**config.mk**
```make
export PLATFORM = sky130hd
export DESIGN_NAME = sha256_stream_hasher_top
export DESIGN_NICKNAME = d
export VERILOG_FILES = /design/src/hw/rtl/sha256_pkg.sv /design/src/hw/rtl/sha256_core.sv /design/src/hw/rtl/sha256_stream_hasher_top.sv
export SDC_FILE = /design/constraint.sdc
export NUM_CORES = 2
export LEC_CHECK = 0
export ABC_CLOCK_PERIOD_IN_PS = 23800
export BUFFER_PORTS_ARGS = -buffer_cell sky130_fd_sc_hd__buf_4
export CORE_MARGIN = 2
export CORE_UTILIZATION = 54
export DETAILED_ROUTE_END_ITERATION = 12
export PLACE_DENSITY = 0.7
export SLEW_MARGIN = 20
export SYNTH_ARGS = -nofsm -noshare
export SYNTH_HDL_FRONTEND = slang
export SYNTH_SLANG_ARGS = --single-unit
```
**constraint.sdc**
```tcl
create_clock -name clk -period 23.8 [get_ports clk]
set_input_delay 5.95 -clock clk [delete_from_list [all_inputs] [get_ports clk]]
set_output_delay 5.95 -clock clk [all_outputs]
set_load 0.01 [all_outputs]
```
**src/hw/rtl/sha256_pkg.sv**
```systemverilog
// Shared types, constants and round functions for the SHA-256 stream hasher.
package sha256_pkg;

    localparam int BlockBytes = 64;
    localparam int Rounds     = 64;
    localparam int DigestWords = 8;

    typedef struct packed {
        logic       action;
        logic [7:0] data_byte;
    } in_item_t;

    typedef struct packed {
        logic [31:0] digest_word;
        logic [2:0]  word_index;
        logic        last_word;
    } out_item_t;

    localparam logic ACT_ABSORB = 1'b0;
    localparam logic ACT_FINISH = 1'b1;

    localparam logic [7:0] PAD_BYTE = 8'h80;

    // Control from the sequencer to the round datapath
    typedef struct packed {
        logic       init;    // load working vars from chain words
        logic       step;    // run one round
        logic [5:0] round;
        logic       fold;    // add working vars into chain words
    } core_ctl_t;

    localparam logic [31:0] INIT_H [8] = '{
        32'h6a09e667, 32'hbb67ae85, 32'h3c6ef372, 32'ha54ff53a,
        32'h510e527f, 32'h9b05688c, 32'h1f83d9ab, 32'h5be0cd19
    };

    localparam logic [31:0] ROUND_K [64] = '{
        32'h428a2f98, 32'h71374491, 32'hb5c0fbcf, 32'he9b5dba5,
        32'h3956c25b, 32'h59f111f1, 32'h923f82a4, 32'hab1c5ed5,
        32'hd807aa98, 32'h12835b01, 32'h243185be, 32'h550c7dc3,
        32'h72be5d74, 32'h80deb1fe, 32'h9bdc06a7, 32'hc19bf174,
        32'he49b69c1, 32'hefbe4786, 32'h0fc19dc6, 32'h240ca1cc,
        32'h2de92c6f, 32'h4a7484aa, 32'h5cb0a9dc, 32'h76f988da,
        32'h983e5152, 32'ha831c66d, 32'hb00327c8, 32'hbf597fc7,
        32'hc6e00bf3, 32'hd5a79147, 32'h06ca6351, 32'h14292967,
        32'h27b70a85, 32'h2e1b2138, 32'h4d2c6dfc, 32'h53380d13,
        32'h650a7354, 32'h766a0abb, 32'h81c2c92e, 32'h92722c85,
        32'ha2bfe8a1, 32'ha81a664b, 32'hc24b8b70, 32'hc76c51a3,
        32'hd192e819, 32'hd6990624, 32'hf40e3585, 32'h106aa070,
        32'h19a4c116, 32'h1e376c08, 32'h2748774c, 32'h34b0bcb5,
        32'h391c0cb3, 32'h4ed8aa4a, 32'h5b9cca4f, 32'h682e6ff3,
        32'h748f82ee, 32'h78a5636f, 32'h84c87814, 32'h8cc70208,
        32'h90befffa, 32'ha4506ceb, 32'hbef9a3f7, 32'hc67178f2
    };

    function automatic logic [31:0] ror(input logic [31:0] x, input int n);
        ror = (x >> n) | (x << (32 - n));
    endfunction

    function automatic logic [31:0] ssig0(input logic [31:0] x);
        ssig0 = ror(x, 7) ^ ror(x, 18) ^ (x >> 3);
    endfunction

    function automatic logic [31:0] ssig1(input logic [31:0] x);
        ssig1 = ror(x, 17) ^ ror(x, 19) ^ (x >> 10);
    endfunction

    function automatic logic [31:0] bsig0(input logic [31:0] x);
        bsig0 = ror(x, 2) ^ ror(x, 13) ^ ror(x, 22);
    endfunction

    function automatic logic [31:0] bsig1(input logic [31:0] x);
        bsig1 = ror(x, 6) ^ ror(x, 11) ^ ror(x, 25);
    endfunction

endpackage

```
**src/hw/rtl/sha256_core.sv**
```systemverilog
// Round datapath: 16-word message schedule window, working variables, chain words.
module sha256_core (
    input  logic                  clk,
    input  logic                  rst_n,
    input  sha256_pkg::core_ctl_t ctl,
    input  logic                  restart,      // reload initial hash values
    input  logic                  w_load,       // shift a buffer word into the window
    input  logic [31:0]           w_in,
    input  logic [2:0]            h_sel,
    output logic [31:0]           h_word
);

    logic [31:0] w_reg [16];
    logic [31:0] v_reg [8];
    logic [31:0] h_reg [8];
    logic [31:0] w_new, t1, t2, ch, maj;

    // next schedule word, from the window of the last sixteen
    assign w_new = sha256_pkg::ssig1(w_reg[14]) + w_reg[9]
                 + sha256_pkg::ssig0(w_reg[1]) + w_reg[0];
    assign ch    = (v_reg[4] & v_reg[5]) ^ (~v_reg[4] & v_reg[6]);
    assign maj   = (v_reg[0] & v_reg[1]) ^ (v_reg[0] & v_reg[2]) ^ (v_reg[1] & v_reg[2]);
    assign t1    = v_reg[7] + sha256_pkg::bsig1(v_reg[4]) + ch
                 + sha256_pkg::ROUND_K[ctl.round] + w_reg[0];
    assign t2    = sha256_pkg::bsig0(v_reg[0]) + maj;
    assign h_word = h_reg[h_sel];

    always_ff @(posedge clk or negedge rst_n)
    begin
        if (!rst_n)
        begin
            for (int i = 0; i < 8; i++)
                h_reg[i] <= sha256_pkg::INIT_H[i];
        end
        else if (restart)
        begin
            for (int i = 0; i < 8; i++)
                h_reg[i] <= sha256_pkg::INIT_H[i];
        end
        else if (ctl.fold)
        begin
            for (int i = 0; i < 8; i++)
                h_reg[i] <= h_reg[i] + v_reg[i];
        end
    end

    always_ff @(posedge clk)
    begin
        if (w_load || ctl.step)
        begin
            for (int i = 0; i < 15; i++)
                w_reg[i] <= w_reg[i + 1];
            w_reg[15] <= w_load ? w_in : w_new;
        end
        if (ctl.init)
        begin
            for (int i = 0; i < 8; i++)
                v_reg[i] <= h_reg[i];
        end
        else if (ctl.step)
        begin
            v_reg[7] <= v_reg[6];
            v_reg[6] <= v_reg[5];
            v_reg[5] <= v_reg[4];
            v_reg[4] <= v_reg[3] + t1;
            v_reg[3] <= v_reg[2];
            v_reg[2] <= v_reg[1];
            v_reg[1] <= v_reg[0];
            v_reg[0] <= t1 + t2;
        end
    end

endmodule

```
**src/hw/rtl/sha256_stream_hasher_top.sv**
```systemverilog
// Top level of the streaming SHA-256 hasher: block buffer memory and sequencer.
// Usage: an absorb item is taken while in_stall is low and written into a
// 16 x 32-bit block buffer memory (one synchronous port). The 64th byte of a
// block starts a compression: the buffer words stream into the schedule
// window (one memory read per cycle), the last word lands in the window, the
// 64 rounds run and the result is folded into the chain words; input stalls
// until the block is idle again. A finish item writes the padding (up to 16
// words), one word per cycle, compresses once, or twice when 56 or more bytes
// were pending, and then offers the eight digest words H0 first, one per cycle
// when out_stall is low. The block then starts the next message.
module sha256_stream_hasher_top (
    input  logic                   clk,
    input  logic                   rst_n,
    input  logic                   in_valid,
    output logic                   in_stall,
    input  sha256_pkg::in_item_t   in_data,
    output logic                   out_valid,
    input  logic                   out_stall,
    output sha256_pkg::out_item_t  out_data
);

    typedef enum logic [2:0] {
        ST_IDLE, ST_PAD, ST_LOAD, ST_ROUND, ST_FOLD, ST_EMIT
    } state_t;

    state_t      state_reg;
    logic [5:0]  pend_reg;       // bytes pending in the block
    logic [63:0] bits_reg;
    logic        fin_reg;        // finishing the message
    logic        extra_reg;      // a length-only block still follows
    logic [3:0]  widx_reg;       // word index for pad and load sweeps
    logic [5:0]  round_reg;
    logic [2:0]  oidx_reg;
    logic [31:0] word_reg;       // block word being assembled
    logic        lenblk_reg;

    // block buffer: 16 words, one port
    logic [31:0] mem [16];
    logic        mem_we;
    logic [3:0]  mem_addr;
    logic [31:0] mem_wdata, mem_rdata_reg;
    logic        rd_valid_reg;

    always_ff @(posedge clk)
    begin
        if (mem_we)
            mem[mem_addr] <= mem_wdata;
        mem_rdata_reg <= mem[mem_addr];
    end

    sha256_pkg::core_ctl_t ctl;
    logic        restart, w_load;
    logic [31:0] h_word;

    sha256_core u_core (
        .clk     (clk),
        .rst_n   (rst_n),
        .ctl     (ctl),
        .restart (restart),
        .w_load  (w_load),
        .w_in    (mem_rdata_reg),
        .h_sel   (oidx_reg),
        .h_word  (h_word)
    );

    logic in_acc, out_acc;
    assign in_stall  = (state_reg != ST_IDLE);
    assign in_acc    = in_valid && !in_stall;
    assign out_valid = (state_reg == ST_EMIT);
    assign out_acc   = out_valid && !out_stall;
    assign out_data.digest_word = h_word;
    assign out_data.word_index  = oidx_reg;
    assign out_data.last_word   = (oidx_reg == 3'd7);

    // byte lane of the current partial word, big endian
    logic [31:0] word_ins, pad_word;
    logic [1:0]  lane;
    assign lane = pend_reg[1:0];
    always_comb
    begin
        word_ins = word_reg;
        case (lane)
            2'd0: word_ins = {in_data.data_byte, 24'h0};
            2'd1: word_ins[23:16] = in_data.data_byte;
            2'd2: word_ins[15:8]  = in_data.data_byte;
            default: word_ins[7:0] = in_data.data_byte;
        endcase
    end

    // padding word at widx_reg: partial word gets 0x80, later words zero, length last
    always_comb
    begin
        pad_word = 32'h0;
        if (!lenblk_reg && widx_reg == pend_reg[5:2])
        begin
            case (lane)
                2'd0: pad_word = {sha256_pkg::PAD_BYTE, 24'h0};
                2'd1: pad_word = {word_reg[31:24], sha256_pkg::PAD_BYTE, 16'h0};
                2'd2: pad_word = {word_reg[31:16], sha256_pkg::PAD_BYTE, 8'h0};
                default: pad_word = {word_reg[31:8], sha256_pkg::PAD_BYTE};
            endcase
        end
        if (!extra_reg && widx_reg == 4'd14)
            pad_word = bits_reg[63:32];
        if (!extra_reg && widx_reg == 4'd15)
            pad_word = bits_reg[31:0];
    end

    always_comb
    begin
        mem_we    = 1'b0;
        mem_addr  = widx_reg;
        mem_wdata = pad_word;
        if (state_reg == ST_IDLE)
        begin
            mem_addr  = pend_reg[5:2];
            mem_wdata = word_ins;
            mem_we    = in_acc && (in_data.action == sha256_pkg::ACT_ABSORB);
        end
        else if (state_reg == ST_PAD)
            mem_we = 1'b1;
    end

    assign w_load    = rd_valid_reg;
    assign ctl.init  = (state_reg == ST_LOAD) && (widx_reg == 4'd0) && !rd_valid_reg;
    assign ctl.step  = (state_reg == ST_ROUND) && !rd_valid_reg;
    assign ctl.round = round_reg;
    assign ctl.fold  = (state_reg == ST_FOLD);
    assign restart   = out_acc && (oidx_reg == 3'd7);

    always_ff @(posedge clk or negedge rst_n)
    begin
        if (!rst_n)
        begin
            state_reg    <= ST_IDLE;
            pend_reg     <= '0;
            bits_reg     <= '0;
            fin_reg      <= 1'b0;
            extra_reg    <= 1'b0;
            lenblk_reg   <= 1'b0;
            widx_reg     <= '0;
            round_reg    <= '0;
            oidx_reg     <= '0;
            word_reg     <= '0;
            rd_valid_reg <= 1'b0;
        end
        else
        begin
            rd_valid_reg <= 1'b0;
            unique case (state_reg)
                ST_IDLE:
                begin
                    if (in_acc && in_data.action == sha256_pkg::ACT_ABSORB)
                    begin
                        word_reg <= word_ins;
                        pend_reg <= pend_reg + 6'd1;
                        bits_reg <= bits_reg + 64'd8;
                        if (pend_reg == 6'd63)
                        begin
                            state_reg <= ST_LOAD;
                            widx_reg  <= '0;
                        end
                    end
                    else if (in_acc)
                    begin
                        fin_reg    <= 1'b1;
                        extra_reg  <= (pend_reg >= 6'd56);
                        lenblk_reg <= 1'b0;
                        widx_reg   <= pend_reg[5:2];
                        state_reg  <= ST_PAD;
                    end
                end
                ST_PAD:
                begin
                    widx_reg <= widx_reg + 4'd1;
                    if (widx_reg == 4'd15)
                        state_reg <= ST_LOAD;
                end
                ST_LOAD:
                begin
                    // read word widx; it is shifted into the window in the next cycle
                    rd_valid_reg <= 1'b1;
                    widx_reg     <= widx_reg + 4'd1;
                    if (widx_reg == 4'd15)
                    begin
                        state_reg <= ST_ROUND;
                        round_reg <= '0;
                    end
                end
                ST_ROUND:
                begin
                    // first cycle only lands word 15 in the window
                    if (!rd_valid_reg)
                    begin
                        round_reg <= round_reg + 6'd1;
                        if (round_reg == 6'd63)
                            state_reg <= ST_FOLD;
                    end
                end
                ST_FOLD:
                begin
                    pend_reg <= '0;
                    widx_reg <= '0;
                    if (fin_reg && extra_reg)
                    begin
                        extra_reg  <= 1'b0;
                        lenblk_reg <= 1'b1;
                        state_reg  <= ST_PAD;
                    end
                    else if (fin_reg)
                    begin
                        oidx_reg  <= '0;
                        state_reg <= ST_EMIT;
                    end
                    else
                        state_reg <= ST_IDLE;
                end
                ST_EMIT:
                begin
                    if (out_acc)
                    begin
                        oidx_reg <= oidx_reg + 3'd1;
                        if (oidx_reg == 3'd7)
                        begin
                            fin_reg   <= 1'b0;
                            bits_reg  <= '0;
                            pend_reg  <= '0;
                            state_reg <= ST_IDLE;
                        end
                    end
                end
                default: state_reg <= ST_IDLE;
            endcase
        end
    end

    // the last word of the window arrives in the first round cycle
    assert property (@(posedge clk) disable iff (!rst_n)
        (state_reg == ST_ROUND && round_reg == 6'd0) |-> $past(rd_valid_reg) || rd_valid_reg)
        else $error("schedule load not aligned with rounds");

    assert property (@(posedge clk) disable iff (!rst_n)
        out_valid |-> fin_reg && pend_reg == 6'd0)
        else $error("digest shown outside a finish");

    assert property (@(posedge clk) disable iff (!rst_n)
        (out_acc && out_data.last_word) |=> state_reg == ST_IDLE && bits_reg == 64'd0)
        else $error("message state not restarted after digest");

endmodule
```
==> run metrics <==
status=finished clean; FF+latch count, synth=1687; Primary FF master, synth=edfxtp_1; H-tree depth=4; max-cap viol count=0; sequential-to-total area share from yosys stat=53.2%; Detailed Route WL=259 mm; initial antenna violation count=6; die area=0.173 mm2; vias=62800; max incr delay on CP=0.93 ns; vias per cell=6.22; post-synthesis cell count=7764; Die H=416 um; Hold WC Path Type=flop to flop; area of the mapped netlist=0.0915 mm2; Starting Density=54.2%; Clock Latency Late Sink=0.85 ns; CTS sink cnt=1687; largest net degree at the start of global routing=184; post-cts sizing count=0; CP required=24.36 ns; post-synthesis compound-gate area fraction=11.5%; largest family of logic cells by synthesized area=compound AO/OA/AOI/OAI gates; DR WL/cell=25.7 um; crit end category=flop; Core ar.=0.169 mm2; Syn Nets=8375; Adder-Cell Fraction of Synth Area=10.0%; NumNets Final=8326; CTS tree=built; Mapped Avg Cell Area=11.8 um2; EDFF count, synth=1280; RSZ-0062 raised after global routing=false; CP Launch Type=flop; Post-CTS Setup Inserts=0; final hold violations=0; CP Max Fanout=15; gpl congestion=0.954; first-pass GRT wire length=388 mm; Synth Area in Simple Gates=10.4%; remaining design rule violation count=0; CP max-delay cell=ha_1; Buffers on Ports=50; Inserted Clock Buffers=177; Tcrit/Tclk final=43.5%; number of DRC markers in iteration 0=7136; clock root cell=clkbuf_16; I/O pin count=51; # setup viols final=0; Slew headroom=24.5%; CTS Hold Bufs=0; antenna viol nets, final=0; layout cells sized above 1=11.8%; clock tree buffer depth=3; vias in the first global route=61200; asr flop ratio synth=22.2%; row count=151; setup TNS=0 ns; post-synthesis mux area share=6.13%; GR Util All Layers=29.8%; post-synthesis cell type count=97; XOR/XNOR Fraction of Synth Area=6.13%; worst slew pin tran=1.13 ns; Die W=416 um; critical path class=flop to flop; Final Critical Period=10.35 ns; dpl hpwl=180 mm; Most common cell on crit path=fa_1; YS warnings=0; Clock transition at path regs=0.07 ns; GR Overflow Total=0; Final Max Tran Viols=0; fmax=96.7 MHz; Pre-antenna DRT Iters=6; Synth-to-Final Area Change=9.47%; critical path arrival=10.91 ns; Setup Skew=0.0695 ns
## stage by stage
step / setup slack (ns) / util [%] / hold WS [ns] / std cells / cell area (um2)
finish: 13.45 / 59.3 / 0.410 / 10100 / 100000
global placement: 13.73 / 55.8 / 0.400 / 9754 / 94300
floorplan: 4.56 / - / 0.400 / 7764 / 91500
detailed placement: 13.66 / 55.8 / 0.405 / 9754 / 94300
CTS: 13.65 / 59.3 / 0.409 / 10100 / 100000
global route: 12.98 / 59.3 / 0.409 / 10100 / 100000
## layer usage
layer | part of all wire (%) | up-vias | track usage [%]
met5 | 0.0085 | - | 0
met4 | 4.8 | 4 | 13.1
met3 | 8.0 | 539 | 5.11
met2 | 47 | 2675 | 47.0
met1 | 41 | 31500 | 40.7
li1 | - | 28100 | -
## cell usage after synthesis (69+ instances only)
| library cell | instances | area [um2] |
|---|---|---|
| xor2_1 | 232 | 2030 |
| dfstp_2 | 136 | 3570 |
| nand2b_1 | 78 | 488 |
| mux4_2 | 200 | 4500 |
| a21o_1 | 164 | 1230 |
| and3_1 | 69 | 432 |
| dfrtp_1 | 239 | 5980 |
| o21ai_0 | 493 | 2470 |
| ha_1 | 403 | 5040 |
| a31oi_1 | 84 | 526 |
| nand3_1 | 143 | 716 |
| inv_1 | 263 | 987 |
| nand2_1 | 1153 | 4330 |
| clkbuf_1 | 321 | 1200 |
| edfxtp_1 | 1280 | 38400 |
| a21oi_1 | 501 | 2510 |
| fa_1 | 195 | 3900 |
| xnor2_1 | 408 | 3570 |
| nor3_1 | 124 | 621 |
| nor2_1 | 384 | 1440 |
## placed cells by master (no fill, tap or decap), drive strengths merged, types with 164 or more instances in the layout
| master | Yosys | final |
|---|---|---|
| o21ai | 503 | 503 |
| edfxtp | 1280 | 1280 |
| fa | 195 | 195 |
| clkbuf | 321 | 244 |
| nand2 | 1153 | 1153 |
| mux4 | 200 | 200 |
| ha | 403 | 403 |
| a21o | 164 | 164 |
| dfrtp | 239 | 239 |
| a21oi | 501 | 501 |
| nor2 | 388 | 388 |
| xor2 | 232 | 232 |
| xnor2 | 408 | 408 |
| inv | 264 | 270 |
## final cells by class
type | count | area [um2]
clock inverter | 88 | 843
timing repair buffer | 153 | 1210
clock buffer | 244 | 4960
tap | 2218 | 2780
multi-input combinational | 5430 | 40700
fill | 13500 | 68800
inverter | 266 | 998
antenna | 2 | 5.00
sequential | 1687 | 48600
## cell families (layout without fill, tap and decap cells)
family          Yosys count  after routing
simple gates           2164           2164
xor+xnor                640            640
flops                  1687           1687
fa+ha+maj               620            620
other cells               0              2
compound gates         1704           1704
buf+inv                 647            751
mux                     302            302
## worst max-delay path, delay by kind of cell (launching register included)
family                     cells  cell delay, ns
AOI/OAI and AO/OA             14            3.48
adders and majority gates      8            3.81
DFF                            1            0.35
xor gates and xnor gates       2            0.45
buffers and inverters          3            0.55
and+or+nand+nor                5            1.44
## path summary, 6_finish.rpt
kind / startpoint / to / slack [ns] / depth (start not counted)
max in group asynchronous: rst_n / u_core.h_reg[107] / 16.00 / 4
min in group asynchronous: rst_n / bits_reg[50] / 5.09 / 1
max: round_reg[1] / u_core.v_reg[0][28] / 13.45 / 32
max reg2reg: round_reg[1] / u_core.v_reg[0][28] / 13.45 / 32
min reg2reg: u_core.w_reg[0][69] / u_core.w_reg[0][37] / 0.41 / 0
min: u_core.w_reg[0][69] / u_core.w_reg[0][37] / 0.41 / 0
Power is left out: the tool's default activity adds up to more than one toggle a clock period on the data nets, which glitch-free logic cannot reach.
